===== config.mk =====
export PLATFORM = sky130hd
export DESIGN_NAME = audio_sample_convert_downmix
export DESIGN_NICKNAME = d
export VERILOG_FILES = /design/src/design/ascd_pkg.sv /design/src/design/audio_sample_convert_downmix.sv /design/src/design/ascd_controller.sv /design/src/design/ascd_datapath.sv
export VERILOG_INCLUDE_DIRS = /design/src /design/src/design
export SDC_FILE = /design/constraint.sdc
export NUM_CORES = 2
export LEC_CHECK = 0
export BUFFER_PORTS_ARGS = -buffer_cell sky130_fd_sc_hd__buf_2
export CAP_MARGIN = 0
export CORE_UTILIZATION = 60
export DETAILED_ROUTE_END_ITERATION = 8
export GPL_ROUTABILITY_DRIVEN = 0
export HOLD_SLACK_MARGIN = 0.1
export PLACE_DENSITY_LB_ADDON = 0.25
export REMOVE_ABC_BUFFERS = 1
export SLEW_MARGIN = 20
export SYNTH_ARGS = -nofsm -noshare
export SYNTH_HDL_FRONTEND = slang
export SYNTH_SLANG_ARGS = --single-unit

===== constraint.sdc =====
create_clock -name clk -period 15.2 [get_ports clk]
set_input_delay 0.76 -clock clk [delete_from_list [all_inputs] [get_ports clk]]
set_output_delay 0.76 -clock clk [all_outputs]
set_load 0.01 [all_outputs]

===== src/design/audio_sample_convert_downmix_macros.svh =====
// assertion macros shared by the sample converter modules
// no dependencies; define ASSERT_OFF to compile the checks away
`ifndef AUDIO_SAMPLE_CONVERT_DOWNMIX_MACROS_SVH
`define AUDIO_SAMPLE_CONVERT_DOWNMIX_MACROS_SVH

`ifndef ASSERT_OFF
// property that must hold at every clock edge out of reset
`define ASSERT_HOLDS(label, clk_sig, rst_sig, prop) \
    label: assert property (@(posedge clk_sig) disable iff (!rst_sig) (prop)) \
        else $error("assertion failed");
// condition at one edge implies consequence at the next edge
`define ASSERT_NEXT(label, clk_sig, rst_sig, cond, conseq) \
    label: assert property (@(posedge clk_sig) disable iff (!rst_sig) (cond) |=> (conseq)) \
        else $error("assertion failed");
`else
`define ASSERT_HOLDS(label, clk_sig, rst_sig, prop)
`define ASSERT_NEXT(label, clk_sig, rst_sig, cond, conseq)
`endif

`endif


===== src/design/ascd_pkg.sv =====
// shared types and constants of the sample converter and downmix block
// no dependencies; used by the controller, datapath and top level
package ascd_pkg;

    localparam int RAW_W        = 64;
    localparam int SMP_W        = 16;
    localparam int FMT_W        = 4;
    localparam int CNT_W        = 4;
    localparam int MAX_CHANNELS = 8;

    // sample format codes
    localparam logic [FMT_W-1:0] FMT_S8  = 4'd0;
    localparam logic [FMT_W-1:0] FMT_S16 = 4'd1;
    localparam logic [FMT_W-1:0] FMT_S24 = 4'd2;
    localparam logic [FMT_W-1:0] FMT_S32 = 4'd3;
    localparam logic [FMT_W-1:0] FMT_U8  = 4'd4;
    localparam logic [FMT_W-1:0] FMT_U16 = 4'd5;
    localparam logic [FMT_W-1:0] FMT_U24 = 4'd6;
    localparam logic [FMT_W-1:0] FMT_U32 = 4'd7;
    localparam logic [FMT_W-1:0] FMT_F32 = 4'd8;
    localparam logic [FMT_W-1:0] FMT_F64 = 4'd9;

    // register indexes (address bit 2)
    localparam logic REG_FORMAT = 1'b0;
    localparam logic REG_COUNT  = 1'b1;

    localparam logic [CNT_W-1:0] COUNT_RESET = 4'd1;

    // controller to datapath commands, one step per cycle while not waiting for input or output
    typedef struct packed {
        logic load;
        logic decode;
        logic tsub;
        logic shift;
        logic update;
        logic absv;
        logic quot;
        logic emit;
    } ascd_cmd_t;

    // datapath to controller status, valid during the update step
    typedef struct packed {
        logic last;
        logic direct;
    } ascd_stat_t;

endpackage


===== src/design/audio_sample_convert_downmix.sv =====
// top level of the pcm sample converter with stereo downmix
// holds the register port; depends on ascd_pkg, ascd_controller, ascd_datapath
//
// input channel: one raw sample beat per channel of a frame (in_valid, in_stall,
//   raw_sample), right aligned in the configured format
// output channel: one beat per frame (out_valid, out_stall, left_sample,
//   right_sample); mono puts the sample on left and zero on right
// register port: apb-style, sample_format at 0x0, channel_count at 0x4; the
//   user writes only while idle (unenforced); a write drops any partial frame
// steps: each input beat walks decode, scale, rounding shift and update
//   steps of one shared datapath, and the next beat is only taken after
//   them; the final beat of a frame goes on to the emit step, a downmix
//   frame first through magnitude and divide-by-side-count steps, plus any
//   wait for the output register
// a stalled output beat holds in its register; the next frame's samples are
//   still taken, and the block only waits when a new result finds the
//   output register full
// reset: format s16, one channel, frame position and side sums cleared,
//   no output beat pending

module audio_sample_convert_downmix (
    input  logic                                clk,
    input  logic                                rst_n,
    // register port
    input  logic                                psel,
    input  logic                                penable,
    input  logic                                pwrite,
    input  logic [2:0]                          paddr,
    input  logic [31:0]                         pwdata,
    output logic [31:0]                         prdata,
    output logic                                pready,
    // sample input
    input  logic                                in_valid,
    output logic                                in_stall,
    input  logic [ascd_pkg::RAW_W-1:0]          raw_sample,
    // frame output
    output logic                                out_valid,
    input  logic                                out_stall,
    output logic signed [ascd_pkg::SMP_W-1:0]   left_sample,
    output logic signed [ascd_pkg::SMP_W-1:0]   right_sample
);

    logic [ascd_pkg::FMT_W-1:0] format_reg, format_next;
    logic [ascd_pkg::CNT_W-1:0] count_reg, count_next;
    logic                       cfg_wr;
    ascd_pkg::ascd_cmd_t        cmd;
    ascd_pkg::ascd_stat_t       stat;

    // no wait states
    assign pready = 1'b1;
    assign cfg_wr = psel && penable && pwrite && pready;

    always_comb
    begin
        format_next = format_reg;
        count_next  = count_reg;
        if (cfg_wr)
        begin
            case (paddr[2])
                ascd_pkg::REG_FORMAT: format_next = pwdata[ascd_pkg::FMT_W-1:0];
                ascd_pkg::REG_COUNT:  count_next  = pwdata[ascd_pkg::CNT_W-1:0];
                default:              format_next = format_reg;
            endcase
        end
    end

    // read back of the stored register values
    always_comb
    begin
        case (paddr[2])
            ascd_pkg::REG_FORMAT: prdata = {28'd0, format_reg};
            ascd_pkg::REG_COUNT:  prdata = {28'd0, count_reg};
            default:              prdata = '0;
        endcase
    end

    always_ff @(posedge clk or negedge rst_n)
    begin
        if (!rst_n)
        begin
            format_reg <= ascd_pkg::FMT_S16;
            count_reg  <= ascd_pkg::COUNT_RESET;
        end
        else
        begin
            format_reg <= format_next;
            count_reg  <= count_next;
        end
    end

    // step sequencer and output beat handshake
    ascd_controller u_ctrl (
        .clk       (clk),
        .rst_n     (rst_n),
        .in_valid  (in_valid),
        .in_stall  (in_stall),
        .out_valid (out_valid),
        .out_stall (out_stall),
        .cmd       (cmd),
        .stat      (stat)
    );

    // conversion, accumulation and the output register
    ascd_datapath u_dp (
        .clk           (clk),
        .rst_n         (rst_n),
        .cmd           (cmd),
        .stat          (stat),
        .cfg_clear     (cfg_wr),
        .sample_format (format_reg),
        .channel_count (count_reg),
        .raw_sample    (raw_sample),
        .left_sample   (left_sample),
        .right_sample  (right_sample)
    );

endmodule


===== src/design/ascd_controller.sv =====
// sequencer of the sample converter: handshakes and per-item step order
// depends on ascd_pkg and the assertion macro header
`include "audio_sample_convert_downmix_macros.svh"

module ascd_controller (
    input  logic                  clk,
    input  logic                  rst_n,
    input  logic                  in_valid,
    output logic                  in_stall,
    output logic                  out_valid,
    input  logic                  out_stall,
    output ascd_pkg::ascd_cmd_t   cmd,
    input  ascd_pkg::ascd_stat_t  stat
);

    typedef enum logic [2:0] {
        ST_IDLE,
        ST_CONV,
        ST_TSUB,
        ST_SHIFT,
        ST_UPD,
        ST_ABS,
        ST_QUOT,
        ST_EMIT
    } state_t;

    state_t state_reg;
    state_t state_next;
    logic   out_valid_reg;
    logic   out_valid_next;

    assign in_stall  = (state_reg != ST_IDLE);
    assign out_valid = out_valid_reg;

    always_comb
    begin
        state_next = state_reg;
        cmd        = '0;
        case (state_reg)
            ST_IDLE:
            begin
                if (in_valid)
                begin
                    cmd.load   = 1'b1;
                    state_next = ST_CONV;
                end
            end
            ST_CONV:
            begin
                cmd.decode = 1'b1;
                state_next = ST_TSUB;
            end
            ST_TSUB:
            begin
                cmd.tsub   = 1'b1;
                state_next = ST_SHIFT;
            end
            ST_SHIFT:
            begin
                cmd.shift  = 1'b1;
                state_next = ST_UPD;
            end
            ST_UPD:
            begin
                cmd.update = 1'b1;
                if (!stat.last)
                begin
                    state_next = ST_IDLE;
                end
                else if (stat.direct)
                begin
                    state_next = ST_EMIT;
                end
                else
                begin
                    state_next = ST_ABS;
                end
            end
            ST_ABS:
            begin
                cmd.absv   = 1'b1;
                state_next = ST_QUOT;
            end
            ST_QUOT:
            begin
                cmd.quot   = 1'b1;
                state_next = ST_EMIT;
            end
            ST_EMIT:
            begin
                // wait for the output register to be free
                if (!out_valid_reg || !out_stall)
                begin
                    cmd.emit   = 1'b1;
                    state_next = ST_IDLE;
                end
            end
            default:
            begin
                state_next = ST_IDLE;
            end
        endcase
        out_valid_next = (out_valid_reg && out_stall) || cmd.emit;
    end

    always_ff @(posedge clk or negedge rst_n)
    begin
        if (!rst_n)
        begin
            state_reg     <= ST_IDLE;
            out_valid_reg <= 1'b0;
        end
        else
        begin
            state_reg     <= state_next;
            out_valid_reg <= out_valid_next;
        end
    end

    `ASSERT_HOLDS(a_emit_slot_free, clk, rst_n, !cmd.emit || !out_valid_reg || !out_stall)
    `ASSERT_NEXT(a_accept_starts, clk, rst_n, in_valid && !in_stall, state_reg == ST_CONV)
    `ASSERT_NEXT(a_partial_frame, clk, rst_n, state_reg == ST_UPD && !stat.last, !in_stall)

endmodule


===== src/design/ascd_datapath.sv =====
// datapath of the sample converter: format decode, float scaling,
// frame accumulation, side division and output register; uses ascd_pkg
`include "audio_sample_convert_downmix_macros.svh"

module ascd_datapath (
    input  logic                                clk,
    input  logic                                rst_n,
    input  ascd_pkg::ascd_cmd_t                 cmd,
    output ascd_pkg::ascd_stat_t                stat,
    input  logic                                cfg_clear,
    input  logic [ascd_pkg::FMT_W-1:0]          sample_format,
    input  logic [ascd_pkg::CNT_W-1:0]          channel_count,
    input  logic [ascd_pkg::RAW_W-1:0]          raw_sample,
    output logic signed [ascd_pkg::SMP_W-1:0]   left_sample,
    output logic signed [ascd_pkg::SMP_W-1:0]   right_sample
);

    // 0xAAAB / 2^17 is an exact third for values below 2^17
    localparam logic [15:0] RECIP_THIRD = 16'hAAAB;
    localparam logic [15:0] SAT_POS     = 16'h7FFF;
    localparam logic [15:0] SAT_NEG     = 16'h8000;
    localparam logic [7:0]  S8_BIAS     = 8'h80;

    logic [63:0]        raw_reg, raw_next;
    logic [15:0]        iv_reg, iv_next;
    logic               float_reg, float_next;
    logic               neg_reg, neg_next;
    logic               nan_reg, nan_next;
    logic               inf_reg, inf_next;
    logic [52:0]        m_reg, m_next;
    logic signed [12:0] e_reg, e_next;
    logic [52:0]        t_reg, t_next;
    logic               sat_reg, sat_next;
    logic               zero_reg, zero_next;
    logic [5:0]         sh_reg, sh_next;
    logic [15:0]        v_reg, v_next;
    logic [2:0]         pos_reg, pos_next;
    logic [20:0]        left_acc_reg, left_acc_next;
    logic [20:0]        right_acc_reg, right_acc_next;
    logic [19:0]        mag_l_reg, mag_l_next;
    logic [19:0]        mag_r_reg, mag_r_next;
    logic               sign_l_reg, sign_l_next;
    logic               sign_r_reg, sign_r_next;
    logic [15:0]        q_l_reg, q_l_next;
    logic [15:0]        q_r_reg, q_r_next;
    logic [15:0]        left_out_reg, left_out_next;
    logic [15:0]        right_out_reg, right_out_next;

    logic [3:0]         n_eff;
    logic [3:0]         pos_ext;
    logic [2:0]         p;
    logic               last;
    logic               direct;
    logic [15:0]        iv;
    logic               f_float;
    logic               f_neg;
    logic               f_nan;
    logic               f_inf;
    logic [52:0]        f_m;
    logic signed [12:0] f_e;
    logic [53:0]        m_round;
    logic signed [12:0] sh_full;
    logic               sat_now;
    logic [52:0]        r_shift;
    logic [15:0]        fv;
    logic [20:0]        v_ext;
    logic [20:0]        v2_ext;
    logic [20:0]        left_abs;
    logic [20:0]        right_abs;
    logic [34:0]        prod_l;
    logic [34:0]        prod_r;
    logic [15:0]        q_l_div;
    logic [15:0]        q_r_div;

    // effective channel count, clamped to 1..MAX_CHANNELS
    always_comb
    begin
        if (channel_count == '0)
        begin
            n_eff = 4'd1;
        end
        else if (channel_count > ascd_pkg::CNT_W'(ascd_pkg::MAX_CHANNELS))
        begin
            n_eff = ascd_pkg::CNT_W'(ascd_pkg::MAX_CHANNELS);
        end
        else
        begin
            n_eff = channel_count;
        end
    end

    assign pos_ext     = {1'b0, pos_reg};
    assign p           = (pos_ext >= n_eff) ? 3'd0 : pos_reg;
    assign last        = ({1'b0, p} + 4'd1) == n_eff;
    assign direct      = n_eff <= 4'd2;
    assign stat        = '{last: last, direct: direct};

    // integer formats
    always_comb
    begin
        case (sample_format)
            ascd_pkg::FMT_S8:  iv = {8'h00, raw_reg[7:0] + S8_BIAS};
            ascd_pkg::FMT_S24: iv = raw_reg[23:8];
            ascd_pkg::FMT_S32: iv = raw_reg[31:16] + 16'(raw_reg[31] && (raw_reg[15:0] != '0));
            ascd_pkg::FMT_U8:  iv = {8'h00, raw_reg[7:0]};
            ascd_pkg::FMT_U16: iv = {~raw_reg[15], raw_reg[14:0]};
            ascd_pkg::FMT_U24: iv = {~raw_reg[23], raw_reg[22:8]};
            ascd_pkg::FMT_U32: iv = {~raw_reg[31], raw_reg[30:16]};
            default:           iv = raw_reg[15:0];
        endcase
    end

    // ieee single and double unpacking into a 53-bit mantissa
    always_comb
    begin
        f_float = 1'b0;
        f_neg   = raw_reg[31];
        f_nan   = 1'b0;
        f_inf   = 1'b0;
        f_m     = '0;
        f_e     = '0;
        case (sample_format)
            ascd_pkg::FMT_F32:
            begin
                f_float = 1'b1;
                f_neg   = raw_reg[31];
                f_nan   = (raw_reg[30:23] == 8'hFF) && (raw_reg[22:0] != '0);
                f_inf   = (raw_reg[30:23] == 8'hFF) && (raw_reg[22:0] == '0);
                f_m     = {(raw_reg[30:23] != '0), raw_reg[22:0], 29'd0};
                f_e     = (raw_reg[30:23] == '0) ? -13'sd126
                        : $signed({5'd0, raw_reg[30:23]}) - 13'sd127;
            end
            ascd_pkg::FMT_F64:
            begin
                f_float = 1'b1;
                f_neg   = raw_reg[63];
                f_nan   = (raw_reg[62:52] == 11'h7FF) && (raw_reg[51:0] != '0);
                f_inf   = (raw_reg[62:52] == 11'h7FF) && (raw_reg[51:0] == '0);
                f_m     = {(raw_reg[62:52] != '0), raw_reg[51:0]};
                f_e     = (raw_reg[62:52] == '0) ? -13'sd1022
                        : $signed({2'd0, raw_reg[62:52]}) - 13'sd1023;
            end
            default:
            begin
                f_float = 1'b0;
            end
        endcase
    end

    // m*32767/2^15 as m - ceil(m/2^15), then the exponent shift
    assign m_round = {1'b0, m_reg} + 54'd32767;
    assign sh_full = 13'sd37 - e_reg;
    assign sat_now = inf_reg || (e_reg >= 13'sd16);
    assign r_shift = t_reg >> sh_reg;

    always_comb
    begin
        if (zero_reg)
        begin
            fv = '0;
        end
        else if (sat_reg || (r_shift[52:15] != '0))
        begin
            fv = neg_reg ? SAT_NEG : SAT_POS;
        end
        else if (neg_reg)
        begin
            fv = 16'd0 - {1'b0, r_shift[14:0]};
        end
        else
        begin
            fv = {1'b0, r_shift[14:0]};
        end
    end

    assign v_ext  = {{5{v_reg[15]}}, v_reg};
    assign v2_ext = {{4{v_reg[15]}}, v_reg, 1'b0};

    assign left_abs  = left_acc_reg[20] ? (21'd0 - left_acc_reg) : left_acc_reg;
    assign right_abs = right_acc_reg[20] ? (21'd0 - right_acc_reg) : right_acc_reg;

    assign prod_l = 35'(mag_l_reg[19:1]) * 35'(RECIP_THIRD);
    assign prod_r = 35'(mag_r_reg[19:1]) * 35'(RECIP_THIRD);

    // side divisor is 4, 6 or 8 terms doubled
    always_comb
    begin
        if (n_eff <= 4'd4)
        begin
            q_l_div = mag_l_reg[17:2];
            q_r_div = mag_r_reg[17:2];
        end
        else if (n_eff <= 4'd6)
        begin
            q_l_div = prod_l[32:17];
            q_r_div = prod_r[32:17];
        end
        else
        begin
            q_l_div = mag_l_reg[18:3];
            q_r_div = mag_r_reg[18:3];
        end
    end

    always_comb
    begin
        raw_next       = raw_reg;
        iv_next        = iv_reg;
        float_next     = float_reg;
        neg_next       = neg_reg;
        nan_next       = nan_reg;
        inf_next       = inf_reg;
        m_next         = m_reg;
        e_next         = e_reg;
        t_next         = t_reg;
        sat_next       = sat_reg;
        zero_next      = zero_reg;
        sh_next        = sh_reg;
        v_next         = v_reg;
        pos_next       = pos_reg;
        left_acc_next  = left_acc_reg;
        right_acc_next = right_acc_reg;
        mag_l_next     = mag_l_reg;
        mag_r_next     = mag_r_reg;
        sign_l_next    = sign_l_reg;
        sign_r_next    = sign_r_reg;
        q_l_next       = q_l_reg;
        q_r_next       = q_r_reg;
        left_out_next  = left_out_reg;
        right_out_next = right_out_reg;

        if (cmd.load)
        begin
            raw_next = raw_sample;
        end
        if (cmd.decode)
        begin
            iv_next    = iv;
            float_next = f_float;
            neg_next   = f_neg;
            nan_next   = f_nan;
            inf_next   = f_inf;
            m_next     = f_m;
            e_next     = f_e;
        end
        if (cmd.tsub)
        begin
            t_next    = m_reg - {14'd0, m_round[53:15]};
            sat_next  = sat_now;
            zero_next = nan_reg || (!sat_now && (sh_full >= 13'sd64));
            sh_next   = sh_full[5:0];
        end
        if (cmd.shift)
        begin
            v_next = float_reg ? fv : iv_reg;
        end
        if (cmd.update)
        begin
            if (n_eff == 4'd1)
            begin
                q_l_next       = v_reg;
                q_r_next       = '0;
                sign_l_next    = 1'b0;
                sign_r_next    = 1'b0;
                pos_next       = '0;
                left_acc_next  = '0;
                right_acc_next = '0;
            end
            else if (n_eff == 4'd2)
            begin
                if (p == 3'd0)
                begin
                    left_acc_next = v_ext;
                    pos_next      = 3'd1;
                end
                else
                begin
                    q_l_next       = left_acc_reg[15:0];
                    q_r_next       = v_reg;
                    sign_l_next    = 1'b0;
                    sign_r_next    = 1'b0;
                    pos_next       = '0;
                    left_acc_next  = '0;
                    right_acc_next = '0;
                end
            end
            else
            begin
                // centre channel adds half to each side
                if ((p == 3'd0) && n_eff[0])
                begin
                    left_acc_next  = left_acc_reg + v_ext;
                    right_acc_next = right_acc_reg + v_ext;
                end
                else if (!p[0])
                begin
                    left_acc_next = left_acc_reg + v2_ext;
                end
                else
                begin
                    right_acc_next = right_acc_reg + v2_ext;
                end
                pos_next = last ? 3'd0 : p + 3'd1;
            end
        end
        if (cmd.absv)
        begin
            mag_l_next     = left_abs[19:0];
            mag_r_next     = right_abs[19:0];
            sign_l_next    = left_acc_reg[20];
            sign_r_next    = right_acc_reg[20];
            left_acc_next  = '0;
            right_acc_next = '0;
        end
        if (cmd.quot)
        begin
            q_l_next = q_l_div;
            q_r_next = q_r_div;
        end
        if (cmd.emit)
        begin
            left_out_next  = sign_l_reg ? (16'd0 - q_l_reg) : q_l_reg;
            right_out_next = sign_r_reg ? (16'd0 - q_r_reg) : q_r_reg;
        end
        if (cfg_clear)
        begin
            pos_next       = '0;
            left_acc_next  = '0;
            right_acc_next = '0;
        end
    end

    always_ff @(posedge clk or negedge rst_n)
    begin
        if (!rst_n)
        begin
            pos_reg       <= '0;
            left_acc_reg  <= '0;
            right_acc_reg <= '0;
        end
        else
        begin
            pos_reg       <= pos_next;
            left_acc_reg  <= left_acc_next;
            right_acc_reg <= right_acc_next;
        end
    end

    always_ff @(posedge clk)
    begin
        raw_reg       <= raw_next;
        iv_reg        <= iv_next;
        float_reg     <= float_next;
        neg_reg       <= neg_next;
        nan_reg       <= nan_next;
        inf_reg       <= inf_next;
        m_reg         <= m_next;
        e_reg         <= e_next;
        t_reg         <= t_next;
        sat_reg       <= sat_next;
        zero_reg      <= zero_next;
        sh_reg        <= sh_next;
        v_reg         <= v_next;
        mag_l_reg     <= mag_l_next;
        mag_r_reg     <= mag_r_next;
        sign_l_reg    <= sign_l_next;
        sign_r_reg    <= sign_r_next;
        q_l_reg       <= q_l_next;
        q_r_reg       <= q_r_next;
        left_out_reg  <= left_out_next;
        right_out_reg <= right_out_next;
    end

    assign left_sample  = $signed(left_out_reg);
    assign right_sample = $signed(right_out_reg);

    `ASSERT_HOLDS(a_pos_in_frame, clk, rst_n, pos_ext < n_eff)
    `ASSERT_NEXT(a_clear_empties, clk, rst_n, cfg_clear, pos_reg == '0 && left_acc_reg == '0)

endmodule


# After elaboration in Yosys (flattened, before gate mapping)
# Index checks and enable logic that the tools add are counted.
dict set report totals {
  reg_bits 390
  latchBits 0
  ramBits 0
  rom_bits 0
  input_bits 106
  out_inout_bits 67
  elab_cells 213
  memories 0
}
dict set report op_classes {
  addsub 18
  n_mul 2
  div_mod_pow 0
  order_cmp 7
  eq_ne 26
  shift 1
  muxes 79
  bitwise_logic 4
  n_reduce_logical 48
}
# operator count
set op_table {}
lappend op_table {{$mux W16} 21}
lappend op_table {{$mux W21} 16}
lappend op_table {{$pmux W16 S7} 1}
lappend op_table {{$pmux W53 S2} 1}
lappend op_table {{$add A21 B21 Y21} 4}
lappend op_table {{$mul A19 B16 Y33 const B} 2}
lappend op_table {{$pmux W32 S2} 1}
lappend op_table {{$add A53 B15 Y54 const B} 1}
lappend op_table {{$shr A53 B6 Y53} 1}
lappend op_table {{$sub A53 B39 Y53} 1}
lappend op_table {{$logic_not A52 Y1} 1}
lappend op_table {{$reduce_bool A52 Y1} 1}
lappend op_table {{$mux W20} 2}
lappend op_table {{$sub A1 B20 Y20 const A} 2}
lappend op_table {{$reduce_bool A38 Y1} 1}
lappend op_table {{$sub A1 B16 Y16 const A} 2}
lappend op_table {{$mux W3} 9}
lappend op_table {{$mux W13} 2}
lappend op_table {{$pmux W13 S2} 1}
lappend op_table {{$pmux W3 S8} 1}
lappend op_table {{$logic_not A23 Y1} 1}
lappend op_table {{$reduce_bool A23 Y1} 1}
lappend op_table {{$mux W1} 19}
lappend op_table {{$add A16 B1 Y16} 1}
lappend op_table {{48 further kinds} 92}

# Depth between registers and ports, before layout
dict set report depth {
  depth_word 13
  mapped_depth 23
  ltp_nobuf 22
}

# Modules after synthesis
# Synthesis repeated with hierarchy kept, for this count alone.
dict set report hier_totals {
  cells_unflattened 3836
  area_unflattened_um2 38336.8
}
# mod instances cells_each area_each_um2 seq_area_each_um2
set by_module_without_submodules {}
lappend by_module_without_submodules {ascd_datapath 1 3752 37462.2 11035.6}
lappend by_module_without_submodules {audio_sample_convert_downmix 1 54 605.6 202.7}
lappend by_module_without_submodules {ascd_controller 1 30 269.0 100.1}

# Least setup slack after synthesis
# Ideal clock, no wire load.
dict set report synth_timing {
  path_kind {register to register}
  startpoint {register u_ctrl.state_reg[0]}
  endpoint {register u_dp.e_reg[0] (enable)}
  setup_time_ps 632
  arrival_time_ps 6487
  required_time_ps 14568
  path_slack_ps 8081
  stages_incl_launch_ff 4
  n_path_buf 1
  cell_sequence {dfrtp_1 > clkbuf_1 > inv_1 > nor3_1}
}
dict set report synth_between {
  elab_chain_cells 2
}
# item line_no
set synth_lines {}
lappend synth_lines {{start: declaration} ascd_controller.sv:27} ;# state_t state_reg;
lappend synth_lines {{start signal: assignment} ascd_controller.sv:115} ;# state_reg <= state_next;
lappend synth_lines {{$eq A3 B1 Y1} ascd_controller.sv:39} ;# case (state_reg)
lappend synth_lines {{$mux W1} ascd_controller.sv:39}
lappend synth_lines {{end signal: assignment} ascd_datapath.sv:358} ;# e_reg <= e_next;
lappend synth_lines {{end: declaration} ascd_datapath.sv:31} ;# logic signed [12:0] e_reg, e_next;
# No other way between the ends.
# A chain may end at the register's enable or synchronous reset.

# Final worst setup path
dict set report layout_timing {
  startpoint {register u_dp.mag_l_reg[2]}
  endpoint {register u_dp.q_l_reg[14], data pin}
}
dict set report layout_between {
  elab_chain_cells 4
}
# item line_no
set layout_lines {}
lappend layout_lines {{start: declaration} ascd_datapath.sv:40} ;# logic [19:0] mag_l_reg, mag_l_next;
lappend layout_lines {{start signal: assignment} ascd_datapath.sv:364} ;# mag_l_reg <= mag_l_next;
lappend layout_lines {{$mul A19 B16 Y33} ascd_datapath.sv:182} ;# assign prod_l = 35'(mag_l_reg[19:1]) * 35'(RECIP_THIRD);
lappend layout_lines {{$mux W16} ascd_datapath.sv:193} ;# else if (n_eff <= 4'd6)
lappend layout_lines {{$mux W16} ascd_datapath.sv:188} ;# if (n_eff <= 4'd4)
lappend layout_lines {{$mux W16} ascd_datapath.sv:315} ;# if (cmd.quot)
lappend layout_lines {{net u_dp.q_l_next[14]} ascd_datapath.sv:44} ;# logic [15:0] q_l_reg, q_l_next;
lappend layout_lines {{end signal: assignment} ascd_datapath.sv:368} ;# q_l_reg <= q_l_next;
lappend layout_lines {{end: declaration} ascd_datapath.sv:44}
# The timed path passes the listed nets, and every way through them passes these cells.

==> out/metrics.cfg <==
[outcome]
status=finished, final reports clean

[placed_design]
dp_cells=4814
dp_hpwl_mm=75.7
port_buffers=113

[synth]
synth_edf_count=330
yosysSeqAreaShare=0.294
synth_ff_type=edfxtp_1
mappedNetlistArea_mm2=0.0385
synth.area.top_cells=edfxtp_1 (26%), ha_1 (13%), fa_1 (10%)
yosysTopAreaCell=edfxtp_1
synth_seq_cells=387
syn_inst=3969
yosys.area.top_type_share=0.257
ys_types=87
yosysWarnings=0
synthArstFlopShare=0.147
synth_area_per_cell_um2=9.71

[sta]
fin_crit_ps=7430
slew_headroom=0.248
finalCritPeriodShare=0.489
hold_ws_ps=318
skew_ps=16.9
setup_viol=0
rsz0062_at_grt=no
maxSlewViolCount=0
tns_ps=0
worstMarginPinSlew_ps=1120
fmax_mhz=135
hold_viol=0

[finish]
area_growth_pct=6.82
nets=4714
drive_above_1_share=0.0906
stdcell_count=4895
n_antenna_cell=0
final_util=0.650
largest_reg_flops=64

[critical_path]
path_max_fanout=8
crit_path_end_kind=register
critPathKind=reg2reg
cp.required_ps=15540
arrival_ps=7770
worstSetupStartpointType=register

[clock_tree]
cts_root_buffer=clkbuf_16
cts_tree=done
cts_buffers=43
clk_pin_slew_worst_paths_ps=60
cts-hold-fix-buffers=0
clkLatencyLatePin_ps=590
cts-resized-gates=0
cts_buffer_depth=3
h-tree-depth=2
cts_sinks=387
post_cts_buffers=0

[global_routing]
grt_pass1_wl_mm=157
antenna_found_initial=0
first_global_vias=29400
grt.overflow.total=0
grt_max_degree=89
track_usage=0.300

[floorplan]
coreArea_mm2=0.0633
start_util=0.609
num_io_pins=173
dieHeight_um=255
die_area_mm2=0.0652
die_w_um=255
placementRows=92

[detailed_routing]
drtAntennaViolNets=0
drt_iter0_markers=2693
drcViolationCount=0
first_pass_iters=6
vias=30100
wire_per_inst_um=19.9
finalWirelength_mm=97.2
vias_per_cell=6.16

[job]
drv_cap=0

[hold_path]
hp-class=in2async

[through the flow]
stage / setup slack [ps] / cell area [um2]
2_1_floorplan: 8200 / 37800
3_3_place_gp: 8050 / 39700
3_5_place_dp: 7940 / 39700
4_1_cts: 7900 / 41100
5_1_grt: 7270 / 41200
6_report: 7770 / 41200
[Yosys cell counts, drive strengths merged, types with 10 or more instances]
library cell	number
a21o	69
dfrtp	55
and3	63
and2	25
a31oi	37
o21a	37
o31ai	43
a2111oi	10
nor3	80
or4	15
mux2i	85
nor2b	19
a211oi	34
or3	27
o22ai	11
mux2	41
a21oi	171
clkbuf	115
a32oi	13
o21bai	15
nor2	219
edfxtp	330
o21ai	212
xnor2	180
inv	487
o211ai	25
o221ai	16
nand2b	32
mux4	65
nand2	330
buf	62
nor4	33
ha	393
nand3	94
a22oi	13
fa	201
nand4	35
a221oi	11
xor2	99
or2	16
[worst max-delay path, cell delays in order (launching register included)]
cell and delay, ps:
edfxtp_1 590, ha_1 420, xor2_1 310, ha_1 240, nor2_1 80, fa_1 500, inv_1 60, fa_1 520
fa_1 540, inv_1 90, fa_1 560, inv_1 50, ha_1 340, and3_1 190, nand3_1 130, a2111oi_0 390
a2bb2oi_1 250, o211a_1 300, o311ai_0 850, a41o_1 350, a21oi_1 110, xnor2_1 150, o21a_1 170
[worst paths after layout]
check | startpoint | to | slack (ps) | cells past startpoint
max in group asynchronous | rst_n | u_dp.right_acc_reg[12] | 14310 | 2
worst max-delay path | u_dp.mag_l_reg[2] | u_dp.q_l_reg[14] | 7770 | 22
worst max register to register | u_dp.mag_l_reg[2] | u_dp.q_l_reg[14] | 7770 | 22
min in group clk | raw_sample[1] | u_dp.raw_reg[1] | 330 | 1
worst min-delay path | rst_n | count_reg[2] | 320 | 2
worst min register to register | u_dp.q_l_reg[0] | u_dp.left_sample[0] | 520 | 0
[kinds of logic after synthesis]
group / synth area share
AO/OA/AOI/OAI: 0.141
XOR/XNOR: 0.0634
adder cells (fa/ha/maj): 0.232
buffers and inverters: 0.0697
flip-flops: 0.294
multiplexers: 0.0721
other: 0.000195
AND/OR/NAND/NOR: 0.127
[cell type report]
cell class	instances	area, um2
multi-input cells	2942	24700
fillers	5121	22200
repair buffers	150	863
well taps	846	1060
inverters	490	1840
flip-flops and latches	387	11300
clock buffers	51	1130
clock inverters	29	262
[metal layers]
layer,GRT usage,wire (um),vias to the layer above,part of all wire
li1,-,-,14300,-
met1,0.393,39900,14400,0.41
met2,0.502,46200,1265,0.48
met3,0.0359,6560,248,0.068
met4,0.133,4500,0,0.046
met5,0,0,-,0
[cell usage in the layout (no fill, tap or decap), drive strengths merged, types with 43 or more instances in the layout]
master	synthesis	routed
inv	487	491
o21ai	212	212
nand2	330	330
mux2i	85	85
ha	393	393
xor2	99	99
a21oi	171	171
edfxtp	330	330
and3	63	63
xnor2	180	180
nand3	94	94
nor3	80	80
o31ai	43	43
fa	201	201
buf	62	150
mux4	65	65
dfrtp	55	55
clkbuf	115	51
nor2	219	219
a21o	69	69
Power is left out: the tool's default activity adds up to more than one toggle a clock period on the data nets, which glitch-free logic cannot reach.
